### src/design/message_id_check_and_hash_unit_assert.svh
// Assertion macros for the message identifier check and hash unit.
`ifndef MESSAGE_ID_CHECK_AND_HASH_UNIT_ASSERT_SVH
`define MESSAGE_ID_CHECK_AND_HASH_UNIT_ASSERT_SVH

// Checked outside reset.
`define MIDH_ASSERT_RST(lbl, clk, rst, prop, msg) \
   lbl: assert property (@(posedge clk) disable iff (rst) prop) else $error(msg);

// Checked on every edge, reset included.
`define MIDH_ASSERT_ALL(lbl, clk, prop, msg) \
   lbl: assert property (@(posedge clk) prop) else $error(msg);

`endif

### src/design/midh_pkg.sv
`default_nettype none
package midh_pkg;

   localparam int HASH_BUCKETS_DEFAULT = 2053;

   localparam logic [7:0] CHAR_LT       = 8'h3C;
   localparam logic [7:0] CHAR_GT       = 8'h3E;
   localparam logic [7:0] CHAR_AT       = 8'h40;
   localparam logic [7:0] CHAR_NUL      = 8'h00;
   localparam logic [7:0] CHAR_PRINT_LO = 8'h21;
   localparam logic [7:0] CHAR_PRINT_HI = 8'h7E;

   localparam logic [1:0] BODY_LEN_MIN = 2'd3;

   typedef enum logic [1:0] {
      PHASE_BODY   = 2'd0,
      PHASE_CLOSED = 2'd1,
      PHASE_FAILED = 2'd2
   } scan_phase_type;

endpackage
`default_nettype wire

### src/design/message_id_check_and_hash_unit.sv
// Message identifier check and hash unit.
// Input channel (req_*): one identifier byte per transaction, req_is_last on
// the final byte. Result channel (rsp_*): one transaction per identifier,
// carrying rsp_id_valid (angle-bracket form with '@' ok) and rsp_bucket (hash of the
// bytes after the first, stopped at '@' or a zero byte, modulo HASH_BUCKETS,
// low 12 bits).
// Throughput: one byte per cycle while req_stall is low; identifiers may follow back to back.
// The verdict and hash of the last byte are registered before the modulo.
// The modulo runs in a 4-stage pipeline: split reciprocal multiply, sum and
// shift, multiply-back and subtract, then one final compare and subtract.
// Scan state updates as each byte is accepted and returns to its initial
// state after the last byte.
// Reset (synchronous, active high) clears the scan state and empties the
// pipeline. When rsp_stall holds a result, the pipeline fills behind it and
// then req_stall rises; non-last bytes are stalled too while the first
// stage is blocked.
`default_nettype none
`include "message_id_check_and_hash_unit_assert.svh"
module message_id_check_and_hash_unit
   import midh_pkg::*;
#(
   parameter int HASH_BUCKETS = HASH_BUCKETS_DEFAULT
) (
   input  wire logic        clock,
   input  wire logic        reset,
   input  wire logic        req_valid,
   output logic             req_stall,
   input  wire logic [7:0]  req_char_byte,
   input  wire logic        req_is_last,
   output logic             rsp_valid,
   input  wire logic        rsp_stall,
   output logic             rsp_id_valid,
   output logic [11:0]      rsp_bucket
);

   localparam int CW      = $clog2(HASH_BUCKETS);
   localparam int K       = 32 + CW;
   localparam int RW      = CW + 1;
   localparam longint unsigned RECIP = (64'd1 << K) / HASH_BUCKETS;
   localparam logic [16:0] RECIP_LO = 17'(RECIP);
   localparam logic [15:0] RECIP_HI = 16'(RECIP >> 17);
   localparam logic [RW-1:0] NBUCK  = RW'(HASH_BUCKETS);

   // scan state
   logic           first_ff, first_in;
   scan_phase_type phase_ff, phase_in;
   logic [1:0]     blen_ff, blen_in;
   logic           at_ff, at_in;
   logic           stop_ff, stop_in;
   logic [31:0]    hash_ff, hash_in;
   logic           ok_in;

   // pipeline
   logic           v0_ff, v1_ff, v2_ff, v3_ff, v4_ff;
   logic           rdy0, rdy1, rdy2, rdy3, rdy4;
   logic           ok0_ff, ok1_ff, ok2_ff, ok3_ff, ok4_ff;
   logic [31:0]    h0_ff, h1_ff, h2_ff;
   logic [48:0]    plo_ff;
   logic [47:0]    phi_ff;
   logic [31:0]    q_ff;
   logic [64:0]    prod;
   logic [31:0]    diff;
   logic [RW-1:0]  rest_ff;
   logic [RW-1:0]  rem_in, rem_ff;

   logic           accept;
   logic [7:0]     b;

   assign rdy4      = !v4_ff || !rsp_stall;
   assign rdy3      = !v3_ff || rdy4;
   assign rdy2      = !v2_ff || rdy3;
   assign rdy1      = !v1_ff || rdy2;
   assign rdy0      = !v0_ff || rdy1;
   assign req_stall = !rdy0;
   assign accept    = req_valid && rdy0;
   assign b         = req_char_byte;

   // next scan state
   always_comb begin
      first_in = first_ff;
      phase_in = phase_ff;
      blen_in  = blen_ff;
      at_in    = at_ff;
      stop_in  = stop_ff;
      hash_in  = hash_ff;
      if (first_ff) begin
         first_in = 1'b0;
         if (b == CHAR_LT) begin
            blen_in = 2'd1;
         end else begin
            phase_in = PHASE_FAILED;
         end
      end else begin
         if (!stop_ff) begin
            if (b == CHAR_AT || b == CHAR_NUL) begin
               stop_in = 1'b1;
            end else begin
               hash_in = {hash_ff[30:0], 1'b0} ^ {24'd0, b};
            end
         end
         unique case (phase_ff)
            PHASE_BODY: begin
               if (b == CHAR_GT) begin
                  phase_in = PHASE_CLOSED;
               end else if (b >= CHAR_PRINT_LO && b <= CHAR_PRINT_HI) begin
                  if (b == CHAR_AT) begin
                     at_in = 1'b1;
                  end
                  if (blen_ff < BODY_LEN_MIN) begin
                     blen_in = blen_ff + 2'd1;
                  end
               end else begin
                  phase_in = PHASE_FAILED;
               end
            end
            PHASE_CLOSED: phase_in = PHASE_FAILED;
            PHASE_FAILED: phase_in = PHASE_FAILED;
            default:      phase_in = PHASE_FAILED;
         endcase
      end
   end

   // verdict from the updated state
   assign ok_in = (phase_in == PHASE_CLOSED) && at_in && (blen_in >= BODY_LEN_MIN);

   always_ff @(posedge clock) begin
      if (reset || (accept && req_is_last)) begin
         first_ff <= 1'b1;
         phase_ff <= PHASE_BODY;
         blen_ff  <= 2'd0;
         at_ff    <= 1'b0;
         stop_ff  <= 1'b0;
         hash_ff  <= 32'd0;
      end else if (accept) begin
         first_ff <= first_in;
         phase_ff <= phase_in;
         blen_ff  <= blen_in;
         at_ff    <= at_in;
         stop_ff  <= stop_in;
         hash_ff  <= hash_in;
      end
   end

   // modulo pipeline
   assign prod   = 65'(plo_ff) + (65'(phi_ff) << 17);
   assign diff   = h2_ff - 32'(q_ff * 32'(HASH_BUCKETS));
   assign rem_in = (rest_ff >= NBUCK) ? (rest_ff - NBUCK) : rest_ff;

   always_ff @(posedge clock) begin
      if (reset) begin
         v0_ff <= 1'b0;
         v1_ff <= 1'b0;
         v2_ff <= 1'b0;
         v3_ff <= 1'b0;
         v4_ff <= 1'b0;
      end else begin
         if (rdy0) v0_ff <= accept && req_is_last;
         if (rdy1) v1_ff <= v0_ff;
         if (rdy2) v2_ff <= v1_ff;
         if (rdy3) v3_ff <= v2_ff;
         if (rdy4) v4_ff <= v3_ff;
      end
   end

   always_ff @(posedge clock) begin
      if (rdy0) begin
         h0_ff  <= hash_in;
         ok0_ff <= ok_in;
      end
      if (rdy1) begin
         plo_ff <= 49'(h0_ff) * 49'(RECIP_LO);
         phi_ff <= 48'(h0_ff) * 48'(RECIP_HI);
         h1_ff  <= h0_ff;
         ok1_ff <= ok0_ff;
      end
      if (rdy2) begin
         q_ff   <= 32'(prod >> K);
         h2_ff  <= h1_ff;
         ok2_ff <= ok1_ff;
      end
      if (rdy3) begin
         rest_ff <= RW'(diff);
         ok3_ff  <= ok2_ff;
      end
      if (rdy4) begin
         rem_ff <= rem_in;
         ok4_ff <= ok3_ff;
      end
   end

   assign rsp_valid    = v4_ff;
   assign rsp_id_valid = ok4_ff;
   assign rsp_bucket   = 12'(rem_ff);

   `MIDH_ASSERT_RST(a_rem_range, clock, reset, v4_ff |-> (rem_ff < NBUCK), "bucket out of range")
   `MIDH_ASSERT_RST(a_est_range, clock, reset,
      v2_ff |-> (diff < 32'(2 * HASH_BUCKETS)), "remainder estimate too large")
   `MIDH_ASSERT_RST(a_no_push, clock, reset,
      (accept && !req_is_last) |=> !v0_ff, "non-last byte entered pipeline")
   `MIDH_ASSERT_RST(a_restart, clock, reset,
      (accept && req_is_last) |=> (first_ff && hash_ff == 32'd0), "scan state not restarted")
   `MIDH_ASSERT_ALL(a_reset, clock, reset |=> (!rsp_valid && first_ff), "reset did not clear")

endmodule
`default_nettype wire

### config.mk
export PLATFORM = sky130hd
export DESIGN_NAME = message_id_check_and_hash_unit
export DESIGN_NICKNAME = d
export VERILOG_FILES = /design/src/design/midh_pkg.sv /design/src/design/message_id_check_and_hash_unit.sv
export VERILOG_INCLUDE_DIRS = /design/src /design/src/design
export SDC_FILE = /design/constraint.sdc
export NUM_CORES = 1
export LEC_CHECK = 0
export BUFFER_PORTS_ARGS = -buffer_cell sky130_fd_sc_hd__buf_2
export CORE_MARGIN = 3
export CORE_UTILIZATION = 41
export CTS_CLUSTER_DIAMETER = 30
export CTS_CLUSTER_SIZE = 25
export DETAILED_ROUTE_END_ITERATION = 16
export MAX_ROUTING_LAYER = met4
export PLACE_DENSITY = 0.59
export SETUP_SLACK_MARGIN = 0.5
export SYNTH_ARGS = -nofsm -noshare
export SYNTH_HDL_FRONTEND = slang
export SYNTH_SLANG_ARGS = --single-unit
export TNS_END_PERCENT = 100
### constraint.sdc
create_clock -name clock -period 8.25 [get_ports clock]
set_input_delay 0.825 -clock clock [delete_from_list [all_inputs] [get_ports clock]]
set_output_delay 0.825 -clock clock [all_outputs]
set_load 0.005 [all_outputs]
# ---- Word level (Yosys, flattened, before mapping)
# Cells that the tools add are included.
dict set report word_totals {
  ff_bits 244
  elab_cells 86
  output_inout_bits 15
}
dict set report op_classes {
  multipliers 3
  n_addsub 4
  n_eq_ne 4
  mux 22
  n_bitwise 2
  reduce_logical 22
  order_cmp 5
}
# op count
set op_table {}
lappend op_table {{two-way mux 32 bit} 3}
lappend op_table {{adder 48 x 65 -> 65 bit} 1}
lappend op_table {{multiplier 32 x 16 -> 48 bit, second input constant} 1}
lappend op_table {{multiplier 32 x 11 -> 43 bit, second input constant} 1}
lappend op_table {{bitwise XOR 32 x 8 -> 32 bit} 1}
lappend op_table {{two-way mux 2 bit} 11}
lappend op_table {{multiplier 21 x 12 -> 13 bit, second input constant} 1}
lappend op_table {{equality test 8 x 6 -> 1 bit, second input constant} 2}
lappend op_table {{greater-or-equal comparator 13 x 12 -> 1 bit, second input constant} 1}
lappend op_table {{subtractor 13 bit} 1}
lappend op_table {{two-way mux 12 bit} 1}
lappend op_table {{subtractor 12 bit, second input constant} 1}
lappend op_table {{equality test 8 x 7 -> 1 bit, second input constant} 1}
lappend op_table {{greater-or-equal comparator 8 x 6 -> 1 bit, second input constant} 1}
lappend op_table {{<= comparator 8 x 7 -> 1 bit, second input constant} 1}
lappend op_table {{zero test 8 bit} 1}
lappend op_table {{zero test 1 bit} 7}
lappend op_table {{logical OR 1 bit} 7}
lappend op_table {{two-way mux 1 bit} 7}
lappend op_table {{logical AND 1 bit} 5}
lappend op_table {{adder 2 x 1 -> 2 bit, second input constant} 1}
lappend op_table {{equality test 2 x 1 -> 1 bit, second input constant} 1}
lappend op_table {{greater-or-equal comparator 2 bit, second input constant} 1}
lappend op_table {{zero test 2 bit} 1}
lappend op_table {{other kinds (3)} 3}

# ---- Depth between registers and ports, before layout
dict set report depth {
  depth_word 9
  depth_mapped 22
  depth_no_buf 22
}

# ---- Least setup slack after synthesis
# Ideal clock, no wire load.
dict set report synth_timing {
  kind {register to register}
  start {reg h0_ff[13]}
  end {reg plo_ff[40] (data pin)}
  stages_incl_launch_ff 21
  t_required_ns 7.985
  n_path_buf 1
  synth_period_minus_slack_ns 5.947
  setup_slack_ns 2.303
  arrival_ns 5.682
  path_cell_list {edfxtp_1 -> inv_1 -> fa_1 -> inv_1 -> ha_1 -> fa_1 -> fa_1 -> inv_1 -> fa_1 -> fa_1 -> inv_1 -> ha_1 -> a21o_1 -> a21o_1 -> a211oi_1 -> a211oi_1 -> or2_2 -> clkbuf_1 -> a21oi_1 -> o21ai_0 -> xor2_1}
}
dict set report synth_via {
  elab_chain_len 1
}
# item line
set synth_rtl {}
lappend synth_rtl {{start: declaration} message_id_check_and_hash_unit.sv:57} ;# logic [31:0] h0_ff, h1_ff, h2_ff;
lappend synth_rtl {{start signal: assignment} message_id_check_and_hash_unit.sv:167} ;# h0_ff <= hash_in;
lappend synth_rtl {{multiplier 32 x 16 -> 48 bit} message_id_check_and_hash_unit.sv:171} ;# plo_ff <= 49'(h0_ff) * 49'(RECIP_LO);
lappend synth_rtl {{end signal: assignment} message_id_check_and_hash_unit.sv:171}
lappend synth_rtl {{end: declaration} message_id_check_and_hash_unit.sv:58} ;# logic [48:0] plo_ff;
# No other way between the ends.
# A chain may end at the register's enable or synchronous reset.

# ---- Worst setup path in the final report
dict set report layout_timing {
  start {reg h0_ff[7]}
  end {reg plo_ff[36] (data pin)}
}
# Same word-level chain as after synthesis.

==> summary.txt <==
Finish
  • Most common cell after layout, fill and taps aside: inv_1
  • Most frequent cells in the layout: 478 x inv_1, 359 x ha_1, 313 x fa_1
  • Fin nets: 2905
  • Seq. cell area: ~5700 sq um
  • Ant. Diodes: 0
  • Layout cell share with drive strength beyond 1: about 7.3%
  • Layout area overhead: 12.8%
  • Layout fillers: 5100
  • Area of the multi-input gates: around 16000 sq um

Hold path
  • Hold Path Class: register to register

Clocking
  • Clock tree root buffer cell: clkbuf_16
  • Cts bufs inserted: 54
  • Worst-path clk slew: ~40 ps
  • CTS sink cnt: 205
  • CTS tree: yes
  • Deepest clock path buffer count: 3
  • Hold buffer count at CTS: 0
  • CTS H-Tree Depth: 2
  • CTS resizes: 0
  • Post-CTS Setup Inserts: 0
  • Worst skew pair latency: 580 ps

Global route
  • Initial antenna violation count: 3
  • Largest net degree at the start of global routing: 76
  • Met1 global-route usage: 26.6%
  • Global route overflow: 0
  • First-pass GRT wire length: around 90000 um
  • Met2 usage: 31.2%
  • Busiest grt layer: met2
  • Vias in the first global route: around 16000
  • Total track usage: slightly below 20%
  • Met3 Use GR: about 2.7%

Routing
  • Mean number of vias per cell: about 5.0
  • First drt pass iteration count: 5
  • Avg WL per Cell: 18.0 um
  • Post-Route WL: roughly 54000 um
  • Vias: between 15000 and 20000
  • Iter 0 DRT Violations: around 740
  • Drc violations: 0
  • Post-route ant nets: 0

Job
  • Maxcap violations: 0

Placed design
  • RePlAce Congestion: between 0.9 and 1
  • PortBufs: 27
  • HPWL after DPL: 45500 um
  • Pre-CTS setup slack: approximately 1200 ps

Die
  • Die area: just under 60000 sq um
  • Core area: roughly 56000 sq um
  • Die Y-Extent: ~240 um
  • Placement Rows: 86
  • Num ports: 28
  • Die X: 244 um
  • Initial core utilization: 41.8%

Synth
  • Synth Net Count: around 2800
  • Register area share after synthesis: between 20 and 25%
  • Syn. warnings: 0
  • Post-synth top area cell: fa_1
  • Post-Syn Instances: around 2200
  • Top cells by area, synth: fa_1 27%, edfxtp_1 21%, ha_1 19%
  • Post-synth EDFFs: between 150 and 200
  • Synth Register Bits: 205
  • Syn_area_per_cell: ~11 sq um
  • Count of cell types in the netlist: 67
  • Synth top area share: a little over a quarter
  • Synth Flop Type: edfxtp_1
  • Mapped cell area: 23300 sq um
  • Asr flop ratio synth: 0%

Timing
  • Final WS setup: 1190 ps
  • Min Hold Slack: 403 ps
  • Final period util: 85.5%
  • RSZ-0062 raised after global routing: false
  • Worst-margin pin slew: ~1200 ps
  • Minimum clock period: between 7000 and 8000 ps
  • Max transition margin: 21.6%
  • Worst Skew: about 25 ps
  • Final count of negative-setup-slack endpoints: 0
  • Setup TNS: 0 ps
  • Fmax achieved: 142 MHz
  • Final hold violation count: 0
  • Pins Over Slew Limit: 0

Critical path
  • Reg2reg setup slack: 1190 ps
  • CP Max Fanout: 12
  • Crit path DAT: between 7000 and 8000 ps
  • Crit end category: register
  • Crit start category: register
  • Worst EP required: 8570 ps
  • Crit path kind: register to register

Run status
  • Run status: finished, final reports clean
-- path summary, 6_finish.rpt --
path / startpoint / to / cells after the start
max reg2reg: h0_ff[7]$_DFFE_PN_ / plo_ff[36]$_DFFE_PP_ / 19
min: h1_ff[7]$_DFFE_PP_ / h2_ff[7]$_DFFE_PP_ / 0
max: h0_ff[7]$_DFFE_PN_ / plo_ff[36]$_DFFE_PP_ / 19
min reg2reg: h1_ff[7]$_DFFE_PP_ / h2_ff[7]$_DFFE_PP_ / 0
-- Yosys cell counts, types with 3 or more instances --
| cell | number |
|---|---|
| nor2_1 | 113 |
| a31oi_1 | 7 |
| o21bai_1 | 9 |
| o31ai_1 | 4 |
| or2_2 | 9 |
| o211ai_1 | 8 |
| clkbuf_1 | 19 |
| mux2_1 | 5 |
| and4_1 | 5 |
| xor2_1 | 53 |
| a211oi_1 | 15 |
| ha_1 | 359 |
| and2_1 | 10 |
| a21o_1 | 52 |
| nand3_1 | 20 |
| and3_1 | 5 |
| mux2_2 | 20 |
| mux2i_1 | 3 |
| nand4_1 | 23 |
| nand2b_1 | 6 |
| o21a_1 | 12 |
| a21boi_0 | 4 |
| nor2b_1 | 9 |
| nand2_1 | 70 |
| xnor2_1 | 78 |
| o311a_1 | 3 |
| or3_1 | 8 |
| o21ai_0 | 44 |
| edfxtp_1 | 161 |
| inv_1 | 478 |
| a2111oi_0 | 3 |
| nor4_1 | 5 |
| dfxtp_1 | 44 |
| fa_1 | 313 |
| a211o_1 | 4 |
| a21oi_1 | 91 |
| nor3_1 | 43 |
-- flip-flops by register name, summed over array words and instances (netlist names), 2 cells and up --
| name | flops |
|---|---|
| blen_ff | 2 |
| h0_ff | 32 |
| h1_ff | 13 |
| h2_ff | 13 |
| hash_ff | 32 |
| phase_ff | 2 |
| phi_ff | 34 |
| plo_ff | 26 |
| q_ff | 13 |
| rem_ff | 12 |
| rest_ff | 13 |
-- per-stage QoR --
stage	instance area, sq um	instances	util [%]
detailed placement	24300	2912	43.7
CTS	26200	3014	47.1
global placement	24300	2912	43.7
global route	26200	3014	47.1
floorplan	23300	2152	-
finish	26200	3014	47.1
-- layer usage --
metal | routed length [um] | vias to the layer above
met5 | 0 | -
met2 | 25600 | 261
met4 | 937 | 0
li1 | - | 7241
met3 | 2000 | 62
met1 | 25600 | 7498
-- cell families after synthesis --
| group | after synthesis | synth area share, % |
|---|---|---|
| adders and majority gates | 672 | 46.3 |
| buffers and inverters | 500 | 8.15 |
| and+or+nand+nor | 336 | 6.89 |
| AOI/OAI and AO/OA | 280 | 7.84 |
| DFF | 205 | 24.6 |
| xor gates and xnor gates | 131 | 4.93 |
| muxes | 28 | 1.34 |
-- final cells by class --
type                    instances  area share (%)
well taps                     748            3.57
repair buffers                 34           0.716
inverters                     478            6.84
flip-flops and latches        205            21.8
clock inverters                27            1.39
multi-input cells            1447            59.7
clock buffers                  75            6.01
-- worst max-delay path: stages (launching register included) --
cell and delay (ps):
edfxtp_1 830, fa_1 620, ha_1 320, inv_1 50, fa_1 480, inv_1 60, fa_1 540, inv_1 70
fa_1 510, fa_1 550, inv_1 40, ha_1 340, and3_1 250, nor3b_1 160, a211oi_1 480, o31ai_1 230
a31oi_1 650, o21ai_0 290, a21oi_1 240, xnor2_1 80
Power is left out: the tool's default activity adds up to more than one toggle a clock period on the data nets, which glitch-free logic cannot reach.
